`src/hw/rtl/rtc_calendar_register_port_macros.svh`:
```
// ----------------------------------------------------------------------------
// RTC register port assertion macros
// Shared concurrent assertion forms for the RTL of this block.
// ----------------------------------------------------------------------------
`ifndef RTC_CALENDAR_REGISTER_PORT_MACROS_SVH
`define RTC_CALENDAR_REGISTER_PORT_MACROS_SVH

// same-cycle implication
`define RTCP_ASSERT_IMP(lbl, clk, rst, ante, cons) \
   lbl: assert property (@(posedge clk) disable iff (rst) (ante) |-> (cons)) \
      else $error("rtcp assertion failed");

// next-cycle implication
`define RTCP_ASSERT_NXT(lbl, clk, rst, ante, cons) \
   lbl: assert property (@(posedge clk) disable iff (rst) (ante) |=> (cons)) \
      else $error("rtcp assertion failed");

`endif

```
`src/hw/rtl/rtcp_pkg.sv`:
```
`timescale 1ns / 1ps
`default_nettype none
// ----------------------------------------------------------------------------
// RTC register port package
// Op codes, register map, calendar types and BCD helpers.
// ----------------------------------------------------------------------------
package rtcp_pkg;

   localparam int NUM_REGS_DEF = 19;
   localparam int TIME_REGS    = 7;
   localparam int OP_W         = 3;
   localparam int DATA_W       = 8;

   typedef enum logic [OP_W-1:0] {
      OP_SET_ADDR    = 3'd0,
      OP_SET_DATA    = 3'd1,
      OP_COMMAND     = 3'd2,
      OP_READ_LATCH  = 3'd3,
      OP_READ_STATUS = 3'd4,
      OP_TICK        = 3'd5
   } op_type;

   localparam logic [DATA_W-1:0] CMD_READ  = 8'd1;
   localparam logic [DATA_W-1:0] CMD_WRITE = 8'd2;

   // register map of the time block
   localparam int REG_SEC   = 0;
   localparam int REG_MIN   = 1;
   localparam int REG_HOUR  = 2;
   localparam int REG_WDAY  = 3;
   localparam int REG_DATE  = 4;
   localparam int REG_MONTH = 5;
   localparam int REG_YEAR  = 6;

   localparam logic [DATA_W-1:0] HOUR_12H_MASK = 8'h40;
   localparam logic [DATA_W-1:0] HOUR_PM_MASK  = 8'h20;
   localparam logic [DATA_W-1:0] CENTURY_MASK  = 8'h80;
   localparam int HOUR_12H_BIT = 6;
   localparam int HOUR_PM_BIT  = 5;
   localparam int CENTURY_BIT  = 7;

   typedef struct packed {
      logic [5:0] sec;
      logic [5:0] min;
      logic [4:0] hour;
      logic [2:0] wday;
      logic [4:0] date;
      logic [3:0] month;
      logic [6:0] year;
      logic       century;
   } cal_time_type;

   typedef struct packed {
      logic         tick;
      logic         load;
      cal_time_type value;
   } cal_ctrl_type;

   typedef struct packed {
      logic              valid;
      logic [OP_W-1:0]   op;
      logic [DATA_W-1:0] value;
   } beat_type;

   // binary 0..99 to packed BCD
   function automatic logic [7:0] to_bcd(input logic [6:0] v);
      logic [3:0] tens;
      logic [6:0] rem;
      tens = 4'd0;
      for (int k = 1; k <= 9; k++) begin
         if (v >= 7'(10 * k)) begin
            tens = 4'(k);
         end
      end
      rem = v - 7'(10 * int'(tens));
      return {tens, rem[3:0]};
   endfunction

   // 10*hi + lo, no range check
   function automatic logic [7:0] bcd_value(input logic [3:0] hi, input logic [3:0] lo);
      return 8'({hi, 3'b000}) + 8'({hi, 1'b0}) + 8'(lo);
   endfunction

   // leap year on every year divisible by four
   function automatic logic [4:0] days_in_month(input logic [3:0] month,
                                                input logic [6:0] year);
      logic [4:0] d;
      case (month)
         4'd2: begin
            d = (year[1:0] == 2'b00) ? 5'd29 : 5'd28;
         end
         4'd4, 4'd6, 4'd9, 4'd11: begin
            d = 5'd30;
         end
         default: begin
            d = 5'd31;
         end
      endcase
      return d;
   endfunction

endpackage
`default_nettype wire

```
`src/hw/rtl/rtcp_calendar.sv`:
```
`timescale 1ns / 1ps
`default_nettype none
// ----------------------------------------------------------------------------
// RTC running calendar
// Binary time of day and date; advances one second per tick, loads on rebuild.
// ----------------------------------------------------------------------------
`include "rtc_calendar_register_port_macros.svh"

module rtcp_calendar (
   input  logic                   clock,
   input  logic                   reset,
   input  rtcp_pkg::cal_ctrl_type ctrl,
   output rtcp_pkg::cal_time_type now
);
   import rtcp_pkg::*;

   // 00:00:00, weekday 1, 1 Jan year 00, century clear
   localparam cal_time_type CAL_RESET = '{sec: 6'd0, min: 6'd0, hour: 5'd0,
                                          wday: 3'd1, date: 5'd1, month: 4'd1,
                                          year: 7'd0, century: 1'b0};

   cal_time_type cal_ff;
   cal_time_type cal_in;
   logic         time_ok;
   logic         date_ok;

   always_comb begin
      cal_in = cal_ff;
      if (ctrl.load) begin
         cal_in = ctrl.value;
      end else if (ctrl.tick) begin
         if (cal_ff.sec < 6'd59) begin
            cal_in.sec = cal_ff.sec + 6'd1;
         end else begin
            cal_in.sec = 6'd0;
            if (cal_ff.min < 6'd59) begin
               cal_in.min = cal_ff.min + 6'd1;
            end else begin
               cal_in.min = 6'd0;
               if (cal_ff.hour < 5'd23) begin
                  cal_in.hour = cal_ff.hour + 5'd1;
               end else begin
                  cal_in.hour = 5'd0;
                  // weekday 0 or 7 restarts at 1
                  cal_in.wday = (cal_ff.wday >= 3'd1 && cal_ff.wday < 3'd7) ?
                                cal_ff.wday + 3'd1 : 3'd1;
                  if (cal_ff.date < days_in_month(cal_ff.month, cal_ff.year)) begin
                     cal_in.date = cal_ff.date + 5'd1;
                  end else begin
                     cal_in.date = 5'd1;
                     if (cal_ff.month < 4'd12) begin
                        cal_in.month = cal_ff.month + 4'd1;
                     end else begin
                        cal_in.month = 4'd1;
                        if (cal_ff.year < 7'd99) begin
                           cal_in.year = cal_ff.year + 7'd1;
                        end else begin
                           cal_in.year    = 7'd0;
                           cal_in.century = ~cal_ff.century;
                        end
                     end
                  end
               end
            end
         end
      end
   end

   always_ff @(posedge clock) begin
      if (reset) begin
         cal_ff <= CAL_RESET;
      end else begin
         cal_ff <= cal_in;
      end
   end

   assign now = cal_ff;

   assign time_ok = (cal_ff.sec <= 6'd59) && (cal_ff.min <= 6'd59) && (cal_ff.hour <= 5'd23);
   assign date_ok = (cal_ff.date >= 5'd1) && (cal_ff.month >= 4'd1) &&
                    (cal_ff.month <= 4'd12) && (cal_ff.year <= 7'd99);

   `RTCP_ASSERT_IMP(a_cal_time_range, clock, reset, 1'b1, time_ok)
   `RTCP_ASSERT_IMP(a_cal_date_range, clock, reset, 1'b1, date_ok)

endmodule
`default_nettype wire

```
`src/hw/rtl/rtcp_regfile.sv`:
```
`timescale 1ns / 1ps
`default_nettype none
// ----------------------------------------------------------------------------
// RTC register file and command decoder
// Address pointer, data latch, BCD snapshot and rebuild of the running time.
// ----------------------------------------------------------------------------
`include "rtc_calendar_register_port_macros.svh"

module rtcp_regfile #(
   parameter int NUM_REGS = rtcp_pkg::NUM_REGS_DEF
) (
   input  logic                               clock,
   input  logic                               reset,
   input  rtcp_pkg::beat_type                 beat,
   input  rtcp_pkg::cal_time_type             now,
   output rtcp_pkg::cal_ctrl_type             cal_ctrl,
   output logic [rtcp_pkg::DATA_W-1:0]        data_latch
);
   import rtcp_pkg::*;

   localparam int                IDX_W  = $clog2(NUM_REGS);
   localparam logic [DATA_W-1:0] NREG_A = DATA_W'(NUM_REGS);
   localparam logic [DATA_W-1:0] TREG_A = DATA_W'(TIME_REGS);

   logic [DATA_W-1:0] rf_ff [NUM_REGS];
   logic [DATA_W-1:0] rf_in [NUM_REGS];
   logic [DATA_W-1:0] addr_ff, addr_in;
   logic [DATA_W-1:0] latch_ff, latch_in;

   logic [DATA_W-1:0] snap    [TIME_REGS];
   logic [DATA_W-1:0] wr_regs [TIME_REGS];
   logic [IDX_W-1:0]  idx;
   logic              in_range;
   logic              pm;
   logic [4:0]        h12;
   logic [5:0]        h6;
   logic [7:0]        v_sec, v_min, v_date, v_month, v_year;
   cal_time_type      rebuilt;
   logic              cmd_go;

   // BCD snapshot of the running time
   always_comb begin
      pm  = (now.hour >= 5'd12);
      h12 = pm ? now.hour - 5'd12 : now.hour;
      if (h12 == 5'd0) begin
         h12 = 5'd12;
      end
      snap[REG_SEC] = to_bcd({1'b0, now.sec});
      snap[REG_MIN] = to_bcd({1'b0, now.min});
      if (rf_ff[REG_HOUR][HOUR_12H_BIT]) begin
         snap[REG_HOUR] = HOUR_12H_MASK | (pm ? HOUR_PM_MASK : 8'h00) |
                          to_bcd({2'b00, h12});
      end else begin
         snap[REG_HOUR] = to_bcd({2'b00, now.hour});
      end
      snap[REG_WDAY]  = {5'b00000, now.wday};
      snap[REG_DATE]  = to_bcd({2'b00, now.date});
      snap[REG_MONTH] = (now.century ? CENTURY_MASK : 8'h00) | to_bcd({3'b000, now.month});
      snap[REG_YEAR]  = to_bcd(now.year);
   end

   // time block as it stands after a write; rebuild decodes from it
   always_comb begin
      for (int k = 0; k < TIME_REGS; k++) begin
         wr_regs[k] = (addr_ff == DATA_W'(k)) ? latch_ff : snap[k];
      end
      v_sec   = bcd_value(wr_regs[REG_SEC][7:4], wr_regs[REG_SEC][3:0]);
      v_min   = bcd_value(wr_regs[REG_MIN][7:4], wr_regs[REG_MIN][3:0]);
      v_date  = bcd_value({2'b00, wr_regs[REG_DATE][5:4]}, wr_regs[REG_DATE][3:0]);
      v_month = bcd_value({3'b000, wr_regs[REG_MONTH][4]}, wr_regs[REG_MONTH][3:0]);
      v_year  = bcd_value(wr_regs[REG_YEAR][7:4], wr_regs[REG_YEAR][3:0]);
      if (wr_regs[REG_HOUR][HOUR_12H_BIT]) begin
         // 12 AM is hour 0, 12 PM is hour 12
         h6 = (wr_regs[REG_HOUR][4] ? 6'd10 : 6'd0) + {2'b00, wr_regs[REG_HOUR][3:0]};
         if (h6 == 6'd12) begin
            h6 = 6'd0;
         end
         if (wr_regs[REG_HOUR][HOUR_PM_BIT]) begin
            h6 = h6 + 6'd12;
         end
      end else begin
         h6 = 6'(bcd_value({2'b00, wr_regs[REG_HOUR][5:4]}, wr_regs[REG_HOUR][3:0]));
      end
      rebuilt.sec     = (v_sec > 8'd59) ? 6'd59 : v_sec[5:0];
      rebuilt.min     = (v_min > 8'd59) ? 6'd59 : v_min[5:0];
      rebuilt.hour    = (h6 > 6'd23) ? 5'd23 : h6[4:0];
      rebuilt.wday    = wr_regs[REG_WDAY][2:0];
      rebuilt.date    = (v_date < 8'd1) ? 5'd1 : ((v_date > 8'd31) ? 5'd31 : v_date[4:0]);
      rebuilt.month   = (v_month < 8'd1) ? 4'd1 :
                        ((v_month > 8'd12) ? 4'd12 : v_month[3:0]);
      rebuilt.year    = (v_year > 8'd99) ? 7'd99 : v_year[6:0];
      rebuilt.century = wr_regs[REG_MONTH][CENTURY_BIT];
   end

   // command decode
   always_comb begin
      rf_in          = rf_ff;
      addr_in        = addr_ff;
      latch_in       = latch_ff;
      idx            = addr_ff[IDX_W-1:0];
      in_range       = (addr_ff < NREG_A);
      cmd_go         = beat.valid && (beat.op == OP_COMMAND);
      cal_ctrl.tick  = beat.valid && (beat.op == OP_TICK);
      cal_ctrl.load  = 1'b0;
      cal_ctrl.value = rebuilt;
      if (beat.valid) begin
         case (beat.op)
            OP_SET_ADDR: begin
               addr_in = beat.value;
            end
            OP_SET_DATA: begin
               latch_in = beat.value;
            end
            OP_COMMAND: begin
               if (beat.value == CMD_READ) begin
                  if (addr_ff == '0) begin
                     for (int k = 0; k < TIME_REGS; k++) begin
                        rf_in[k] = snap[k];
                     end
                     latch_in = snap[REG_SEC];
                  end else begin
                     latch_in = in_range ? rf_ff[idx] : '0;
                  end
               end else if (beat.value == CMD_WRITE) begin
                  if (addr_ff < TREG_A) begin
                     for (int k = 0; k < TIME_REGS; k++) begin
                        rf_in[k] = wr_regs[k];
                     end
                     cal_ctrl.load = 1'b1;
                  end else if (in_range) begin
                     rf_in[idx] = latch_ff;
                  end
               end
               addr_in = ((addr_ff + 8'd1) == NREG_A) ? '0 : addr_ff + 8'd1;
            end
            default: begin
            end
         endcase
      end
   end

   always_ff @(posedge clock) begin
      if (reset) begin
         for (int k = 0; k < NUM_REGS; k++) begin
            rf_ff[k] <= '0;
         end
         addr_ff  <= '0;
         latch_ff <= '0;
      end else begin
         rf_ff    <= rf_in;
         addr_ff  <= addr_in;
         latch_ff <= latch_in;
      end
   end

   assign data_latch = latch_ff;

   // pointer steps by one after every command, wrapping at the top of the map
   `RTCP_ASSERT_NXT(a_rf_ptr_step, clock, reset, cmd_go, addr_ff == $past(addr_ff) + 8'd1 || addr_ff == '0)

endmodule
`default_nettype wire

```
`src/hw/rtl/rtc_calendar_register_port.sv`:
```
`timescale 1ns / 1ps
`default_nettype none
// ----------------------------------------------------------------------------
// RTC calendar register port
// Clock-calendar chip behind an address / data latch / command register port.
// ----------------------------------------------------------------------------
// Usage:
//  - Request channel: drive req_op / req_value with start high; the beat is
//    taken at any rising edge where start is high and busy is low. busy is
//    held low, so one beat can be taken every cycle.
//  - Response channel: every request beat produces exactly one response beat.
//    rsp_strobe is high for one cycle with rsp_read_data valid; the data is
//    the data latch for a read-latch op and zero for everything else.
//  - Response path: a taken beat passes the input register and then the
//    result register, from which its response is shown.
//  - Throughput: one beat per cycle; all decode, BCD snapshot, rebuild and
//    calendar step fit in one pass between the two registers.
//  - Reset (synchronous, active high): register file, pointer and latch
//    clear; running time goes to 00:00:00, weekday 1, 1 Jan year 00.
//  - The receiver cannot stall; a response beat is simply gone after its
//    cycle.
// ----------------------------------------------------------------------------
`include "rtc_calendar_register_port_macros.svh"

module rtc_calendar_register_port #(
   parameter int NUM_REGS = rtcp_pkg::NUM_REGS_DEF
) (
   input  logic                          clock,
   input  logic                          reset,
   input  logic                          start,
   output logic                          busy,
   input  logic [rtcp_pkg::OP_W-1:0]     req_op,
   input  logic [rtcp_pkg::DATA_W-1:0]   req_value,
   output logic                          rsp_strobe,
   output logic [rtcp_pkg::DATA_W-1:0]   rsp_read_data
);
   import rtcp_pkg::*;

   beat_type          beat_ff, beat_in;
   logic              rsp_strobe_ff, rsp_strobe_in;
   logic [DATA_W-1:0] rsp_data_ff, rsp_data_in;
   logic [DATA_W-1:0] data_latch;
   cal_ctrl_type      cal_ctrl;
   cal_time_type      now;

   // never back-pressures the requester
   assign busy = 1'b0;

   // input register
   always_comb begin
      beat_in.valid = start && !busy;
      beat_in.op    = req_op;
      beat_in.value = req_value;
   end

   always_ff @(posedge clock) begin
      if (reset) begin
         beat_ff <= '0;
      end else begin
         beat_ff <= beat_in;
      end
   end

   rtcp_regfile #(
      .NUM_REGS (NUM_REGS)
   ) u_regfile (
      .clock      (clock),
      .reset      (reset),
      .beat       (beat_ff),
      .now        (now),
      .cal_ctrl   (cal_ctrl),
      .data_latch (data_latch)
   );

   rtcp_calendar u_calendar (
      .clock (clock),
      .reset (reset),
      .ctrl  (cal_ctrl),
      .now   (now)
   );

   // result register; data is zero whenever no read-latch beat completes
   always_comb begin
      rsp_strobe_in = beat_ff.valid;
      rsp_data_in   = (beat_ff.valid && beat_ff.op == OP_READ_LATCH) ? data_latch : '0;
   end

   always_ff @(posedge clock) begin
      if (reset) begin
         rsp_strobe_ff <= 1'b0;
         rsp_data_ff   <= '0;
      end else begin
         rsp_strobe_ff <= rsp_strobe_in;
         rsp_data_ff   <= rsp_data_in;
      end
   end

   assign rsp_strobe    = rsp_strobe_ff;
   assign rsp_read_data = rsp_data_ff;

   `RTCP_ASSERT_NXT(a_top_rsp_per_beat, clock, reset, beat_ff.valid, rsp_strobe)
   `RTCP_ASSERT_IMP(a_top_idle_data_zero, clock, reset, !rsp_strobe, rsp_read_data == '0)
   `RTCP_ASSERT_NXT(a_top_read_latch, clock, reset, beat_ff.valid && beat_ff.op == OP_READ_LATCH, rsp_read_data == $past(data_latch))

endmodule
`default_nettype wire
```
`config.mk`:
```
export PLATFORM = sky130hd
export DESIGN_NAME = rtc_calendar_register_port
export DESIGN_NICKNAME = d
export VERILOG_FILES = /design/src/hw/rtl/rtcp_pkg.sv /design/src/hw/rtl/rtcp_calendar.sv /design/src/hw/rtl/rtcp_regfile.sv /design/src/hw/rtl/rtc_calendar_register_port.sv
export VERILOG_INCLUDE_DIRS = /design/src /design/src/hw/rtl
export SDC_FILE = /design/constraint.sdc
export NUM_CORES = 1
export LEC_CHECK = 0
export ABC_AREA = 1
export CORE_ASPECT_RATIO = 1.1
export CORE_MARGIN = 5
export CORE_UTILIZATION = 38
export DETAILED_ROUTE_END_ITERATION = 10
export DONT_BUFFER_PORTS = 1
export PLACE_DENSITY = 0.56
export SLEW_MARGIN = 30
export SYNTH_ARGS = -nofsm -noshare
export SYNTH_HDL_FRONTEND = slang
export SYNTH_HIERARCHICAL = 1
export SYNTH_SLANG_ARGS = --single-unit
export TNS_END_PERCENT = 10
```
`constraint.sdc`:
```
create_clock -name clock -period 6.2 [get_ports clock]
set_input_delay 0.31 -clock clock [delete_from_list [all_inputs] [get_ports clock]]
set_output_delay 0.31 -clock clock [all_outputs]
set_load 0.05 [all_outputs]
```
==> flow_metrics.tcl, run 1 <==
set metrics [dict create \
    antenna_found_initial 0 \
    critPathKind "flip-flop to flip-flop" \
    grt_overflow 0 \
    worst_slew_pin_slew_ns 1.01 \
    areaGrowthSynthToFinish_pct 10.3 \
    clockPowerShare_pct 50.7 \
    firstDrtPassIters 6 \
    cts_tree "built" \
    cts_buffer_depth 3 \
    yosysMostFrequentCell "nand2_1" \
    yosysTopAreaCell "dfxtp_1" \
    rows 74 \
    routed_wl_um 45600 \
    reg2reg_depth 32 \
    clk_latency_ns 0.56 \
    crit_arrival_ns 5.58 \
    fmax_ghz 0.195 \
    root_buffer "clkbuf_16" \
    place.gp.congestion 0.916 \
    cts.reportedPaths.clkPinSlew_ns 0.06 \
    grt_max_degree 122 \
    p_int_mw 2.71 \
    grt_pass1_vias 13300 \
    fin_ws_ns 1.07 \
    io_pins 24 \
    min-delay-start "reset" \
    drt_iter0_markers 1252 \
    cts_hold_buf 13 \
    cap_violations 0 \
    rsz0062_at_grt "no" \
    drv_slew 0 \
    initial_core_util_pct 38.6 \
    cts_setup_buffers 0 \
    cts_resized 0 \
    layout-drive-gt1-share_pct 6.93 \
    synth_seq_cells 226 \
    chipHeight_um 214 \
    synthTopCellsByCount "nand2_1, inv_1, o21ai_0" \
    die_w_um 196 \
    dominantRegCellSynth "dfxtp_1" \
    ys_warn_count 6 \
    setup_viol 0 \
    ir_drop_uv 212 \
    grt_first_pass_wirelength_um 72600 \
    min_to "u_regfile/rf_ff[107]$_SDFFE_PP0P_" \
    leakage_nw 6.37 \
    cts.sink_count 226 \
    antenna_left 0 \
    cpMostUsedCell "nand2_1" \
    dpl.hpwl_um 31300 \
    finalCritPeriodShare_pct 82.7 \
    status "finished, final reports clean" \
    hold_path.class "primary input to flip-flop" \
    swShare_pct 24.6 \
    avgSynthCellArea_um2 6.79 \
    endpoint_kind "flip-flop" \
    worstReg2RegEnd "u_calendar/now[2]$_SDFFE_PP0P_" \
    grt_usage_pct 20.9 \
    pwr-share-comb_pct 8.1 \
    max_stage_delay_ns 0.56 \
    cts.htree.levels 1 \
    r2r-start "u_calendar/now[3]$_SDFFE_PP0P_" \
    relSlewSlack_pct 32.6 \
    fin_tns_setup_ns 0 \
    dp_slack_ns 1.13 \
    post_drt_via_cell_ratio 5.46 \
    critPathRequiredTime_ns 6.65 \
    yosys.area.top_type_share_pct 31.4 \
    portBuffers 0 \
    synth_edf_count 0 \
    crit_path_top_delay_cell "fa_1" \
    crit_fanout 8 \
    hold_depth 3 \
    wl_per_cell_um 17.6 \
    die-area_mm2 0.0419 \
    seq_area_frac_synth_pct 31.4 \
    synth_area_mm2 0.0144 \
    hold_viol 0 \
    p_per_area_mw_per_mm2 227 \
    ys_types 68 \
    reg2reg_slack_ns 1.07 \
    synth.area.top_cells "dfxtp_1, o21ai_0, nand2_1, a21oi_1, inv_1" \
    drc 0 \
    power_switching_mw 0.886 \
    nNetsFinal 2162 \
    crit_start "u_calendar/now[3]$_SDFFE_PP0P_" \
    layout_min_cycle_time_ns 5.13 \
    diodes 0 \
    seqPwrFrac_pct 41.2 \
    cts_buffers 28 \
    synth_nets 2206 \
    synthesis.instances 2118 \
    core_mm2 0.0373 \
    skew_ns 0.0141 \
    startpoint_type "flip-flop" \
    total_power_mw 3.60 \
    num_vias 14100 \
    synth-async-reset-ratio_pct 0 \
]
power by group through the flow:
stage | Sequential [mW] | Clock (mW) | Combinational, mW
finish | 1.48 | 1.82 | 0.291
CTS | 1.48 | 1.86 | 0.287
detailed placement | 1.51 | 0 | 0.271
global route | 1.48 | 1.93 | 0.320
global placement | 1.51 | 0 | 0.269
floorplan | 1.50 | 0 | 0.198
cells in the final DEF (no fill, tap or decap), types with 7 or more instances in the layout:
cell type and instances:
a31oi_1 31, inv_2 9, clkbuf_16 28, buf_4 19
o2111ai_1 13, inv_1 303, nor2_1 177, xor2_1 22
dlygate4sd3_1 12, a211oi_1 22, nor2_2 18, bufinv_16 7
a22oi_1 22, a211oi_2 7, fa_1 14, nor3_1 12
o211ai_1 8, o21ai_0 289, or2_2 12, nand2_1 323
o22ai_1 13, nand3_1 84, ha_1 60, a21oi_1 229
xnor2_1 12, nand4_1 7, o21a_1 7, dfxtp_1 225
cell type report:
cell class / count / area [µm²]
timing repair buffer: 33 / 302
sequential: 226 / 4530
fill: 3849 / 21400
clock inverter: 12 / 255
tap: 494 / 618
clock buffer: 37 / 774
multi-input combinational: 1469 / 8200
inverter: 316 / 1190
metrics by stage:
stage               std cells  utilization (%)  hold slack [ns]  cell area, µm²
floorplan                2118                -            0.381           14400
global placement         2525             39.3            0.388           14700
detailed placement       2525             39.4            0.392           14700
CTS                      2587             42.5           0.0513           15900
global route             2587             42.5           0.0891           15900
finish                   2587             42.5           0.0746           15900
worst max path at each step:
stage / end / slack (ns) / cells after the start
after floorplan: u_calendar/now[2]$_SDFFE_PP0P_ / 1.51 / 33
after global placement: u_calendar/now[2]$_SDFFE_PP0P_ / 1.23 / 32
after detailed placement: u_calendar/now[2]$_SDFFE_PP0P_ / 1.13 / 32
after CTS: u_calendar/now[2]$_SDFFE_PP0P_ / 1.10 / 32
after global routing: u_calendar/now[5]$_SDFFE_PP0P_ / 0.62 / 32
final: u_calendar/now[2]$_SDFFE_PP0P_ / 1.07 / 32
sequential cells by signal, indices dropped and copies added (netlist names):
register	count
beat_ff	11
rsp_strobe	1
rsp_read_data	8
u_regfile/addr_ff	8
u_regfile/rf_ff	152
rsp_strobe_in	1
u_regfile/data_latch	8
u_calendar/now	37
cells by family (layout without fill, tap and decap cells):
logic type | Yosys count | in the layout | share of synthesized area, %
compound gates | 690 | 690 | 27.4
xor+xnor | 34 | 34 | 2.07
fa+ha+maj | 74 | 74 | 7.17
buf+inv | 423 | 398 | 11.7
flops | 226 | 226 | 31.4
other cells | 1 | 1 | 0.0261
simple gates | 670 | 670 | 20.2
critical path: cells and delay by family, from the launching register on:
family,cells,cell delay [ns]
XOR/XNOR,3,0.56
AO/OA/AOI/OAI,5,0.66
buffers and inverters,5,0.36
adder cells (fa/ha/maj),4,1.55
flip-flops,1,0.49
AND/OR/NAND/NOR,15,1.39
per-layer routing:
| metal | vias up | routed length [µm] | track usage (%) | share of wire, % |
|---|---|---|---|---|
| li1 | 6974 | - | - | - |
| met1 | 6637 | 19900 | 28.1 | 44 |
| met2 | 424 | 21100 | 34.5 | 46 |
| met3 | 101 | 2680 | 2.89 | 5.9 |
| met4 | 0 | 1850 | 7.24 | 4.0 |
| met5 | - | 0 | 0 | 0 |
No activity file was read; power rests on OpenSTA's default activity.
==> run 2, diff against run 1 <==
PLACE_DENSITY = 0.58   (was 0.56)
clock period = 4.5 ns   (was 6.2 ns; I/O delays follow)
==> flow_metrics.tcl, run 2 (synthesis gave the netlist of run 1 again) <==
set metrics [dict create \
    cts.reportedPaths.clkPinSlew_ns 0.06 \
    critPathTopFamily "adder cells" \
    io_pins 24 \
    grt_max_degree 57 \
    diodes 0 \
    cap_violations 0 \
    ir_drop_uv 261 \
    critPathKind "flip-flop to flip-flop" \
    antenna_left 0 \
    drv_slew 0 \
    place.gp.congestion 0.913 \
    critPathBufInv 8 \
    drt_iter0_markers 1333 \
    rsz0062_at_grt "yes" \
    hold_viol 0 \
    nNetsFinal 2304 \
    finalNonFillerCells 2730 \
    crit_fanout 4 \
    setup_viol 9 \
    die_w_um 196 \
    num_vias 14800 \
    layout-drive-gt1-share_pct 14.8 \
    dpl.hpwl_um 32400 \
    status "finished with violations" \
    fin_ws_ns -0.209 \
    largest_reg_flops 152 \
    cts.sink_count 226 \
    critPathRequiredTime_ns 5.00 \
    clk_latency_ns 0.56 \
    startpoint_type "flip-flop" \
    grt_first_pass_wirelength_um 75300 \
    fin_tns_setup_ns -1.24 \
    firstDrtPassIters 6 \
    p_per_area_mw_per_mm2 278 \
    chipHeight_um 214 \
    layout_min_cycle_time_ns 4.71 \
    die-area_mm2 0.0419 \
    nFillCells 3858 \
    endpoint_kind "flip-flop" \
    initial_core_util_pct 38.6 \
    grt_usage_pct 21.6 \
    cpMostUsedCell "nand2_1" \
    seqCellArea_mm2 0.00455 \
    total_power_mw 4.77 \
    layout_commonest_cell "nand2_1" \
    fmax_ghz 0.212 \
    finalCritPeriodShare_pct 105 \
    utilization_pct 46.0 \
    dp_slack_ns -0.215 \
    top_register "u_regfile/rf_ff" \
    cts_buffers 27 \
    worst_slew_pin_slew_ns 0.896 \
    cts_tree "built" \
    post_drt_via_cell_ratio 5.40 \
    wl_per_cell_um 17.2 \
    drc 0 \
    max_stage_delay_ns 0.58 \
    dp_cells 2604 \
    rows 74 \
    routed_wl_um 47000 \
    cts_buffer_depth 3 \
    multi_input_area_mm2 0.00843 \
    areaGrowthSynthToFinish_pct 19.4 \
    antenna_found_initial 0 \
    cts.htree.levels 1 \
    portBuffers 0 \
    core_mm2 0.0373 \
    final_cell_mix "nand2_1, inv_1, o21ai_0, a21oi_1, dfxtp_1" \
    leakage_nw 7.12 \
    hold_path.class "primary input to flip-flop" \
    relSlewSlack_pct 40.0 \
    grt_overflow 0 \
    grt_pass1_vias 14100 \
    crit_path_top_delay_cell "fa_1" \
    root_buffer "clkbuf_16" \
    skew_ns 0.0122 \
    violations "negative setup slack" \
    crit_arrival_ns 5.21 \
]
[run 2: where the power goes]
| group | total (mW) | internal, mW | leakage [nW] | switching (mW) |
|---|---|---|---|---|
| clock | 2.32 | 1.40 | 0.464 | 0.921 |
| combinational | 0.417 | 0.129 | 4.83 | 0.289 |
| sequential | 2.03 | 2.01 | 1.83 | 0.0190 |
[run 2: what timing repair did]
| action | 4_1_cts | 5_1_grt |
|---|---|---|
| resized for setup | 30 | 59 |
| pin swaps | 27 | 42 |
| endpoints found under the hold margin | 63 | 0 |
| buffers inserted | 41 | 5 |
| hold buffers | 33 | 0 |
| endpoints found under the setup margin | 16 | 25 |
[run 2: tightest hold or removal path, stage by stage]
cell and delay (ns):
inv_1 0.30, nand2_1 0.17, nor2_1 0.03
[run 2: final timing paths]
path | from | slack (ns) | depth (start not counted) | endpoint
setup / recovery | u_calendar/now[3]$_SDFFE_PP0P_ | -0.21 | 33 | u_calendar/now[7]$_SDFFE_PP0P_
setup reg to reg | u_calendar/now[3]$_SDFFE_PP0P_ | -0.21 | 33 | u_calendar/now[7]$_SDFFE_PP0P_
hold / removal | reset | 0.23 | 3 | u_calendar/now[6]$_SDFFE_PP0P_
hold reg to reg | u_regfile/rf_ff[50]$_SDFFE_PP0P_ | 0.44 | 2 | u_regfile/rf_ff[50]$_SDFFE_PP0P_
[run 2: metal layers]
layer	GRT usage (%)	up-vias	part of all wire, %
met3	3.22	108	6.2
met1	27.9	6885	43
met4	7.59	0	4.0
met2	36.6	504	47
li1	-	7254	-
met5	0	-	0
[run 2: cell type report]
| type | instances | share of cell area [%] |
|---|---|---|
| well taps | 494 | 3.60 |
| repair buffers | 176 | 8.47 |
| multi-input cells | 1469 | 49.1 |
| clock buffers | 34 | 4.32 |
| flip-flops and latches | 226 | 26.5 |
| clock inverters | 15 | 1.16 |
| inverters | 316 | 6.92 |
[run 2: metrics by stage]
step	cell area (µm²)	hold WS (ns)
after floorplan	14400	0.296
after global placement	15300	0.303
after detailed placement	15300	0.306
after CTS	17000	0.207
after global routing	17200	0.254
final	17200	0.226
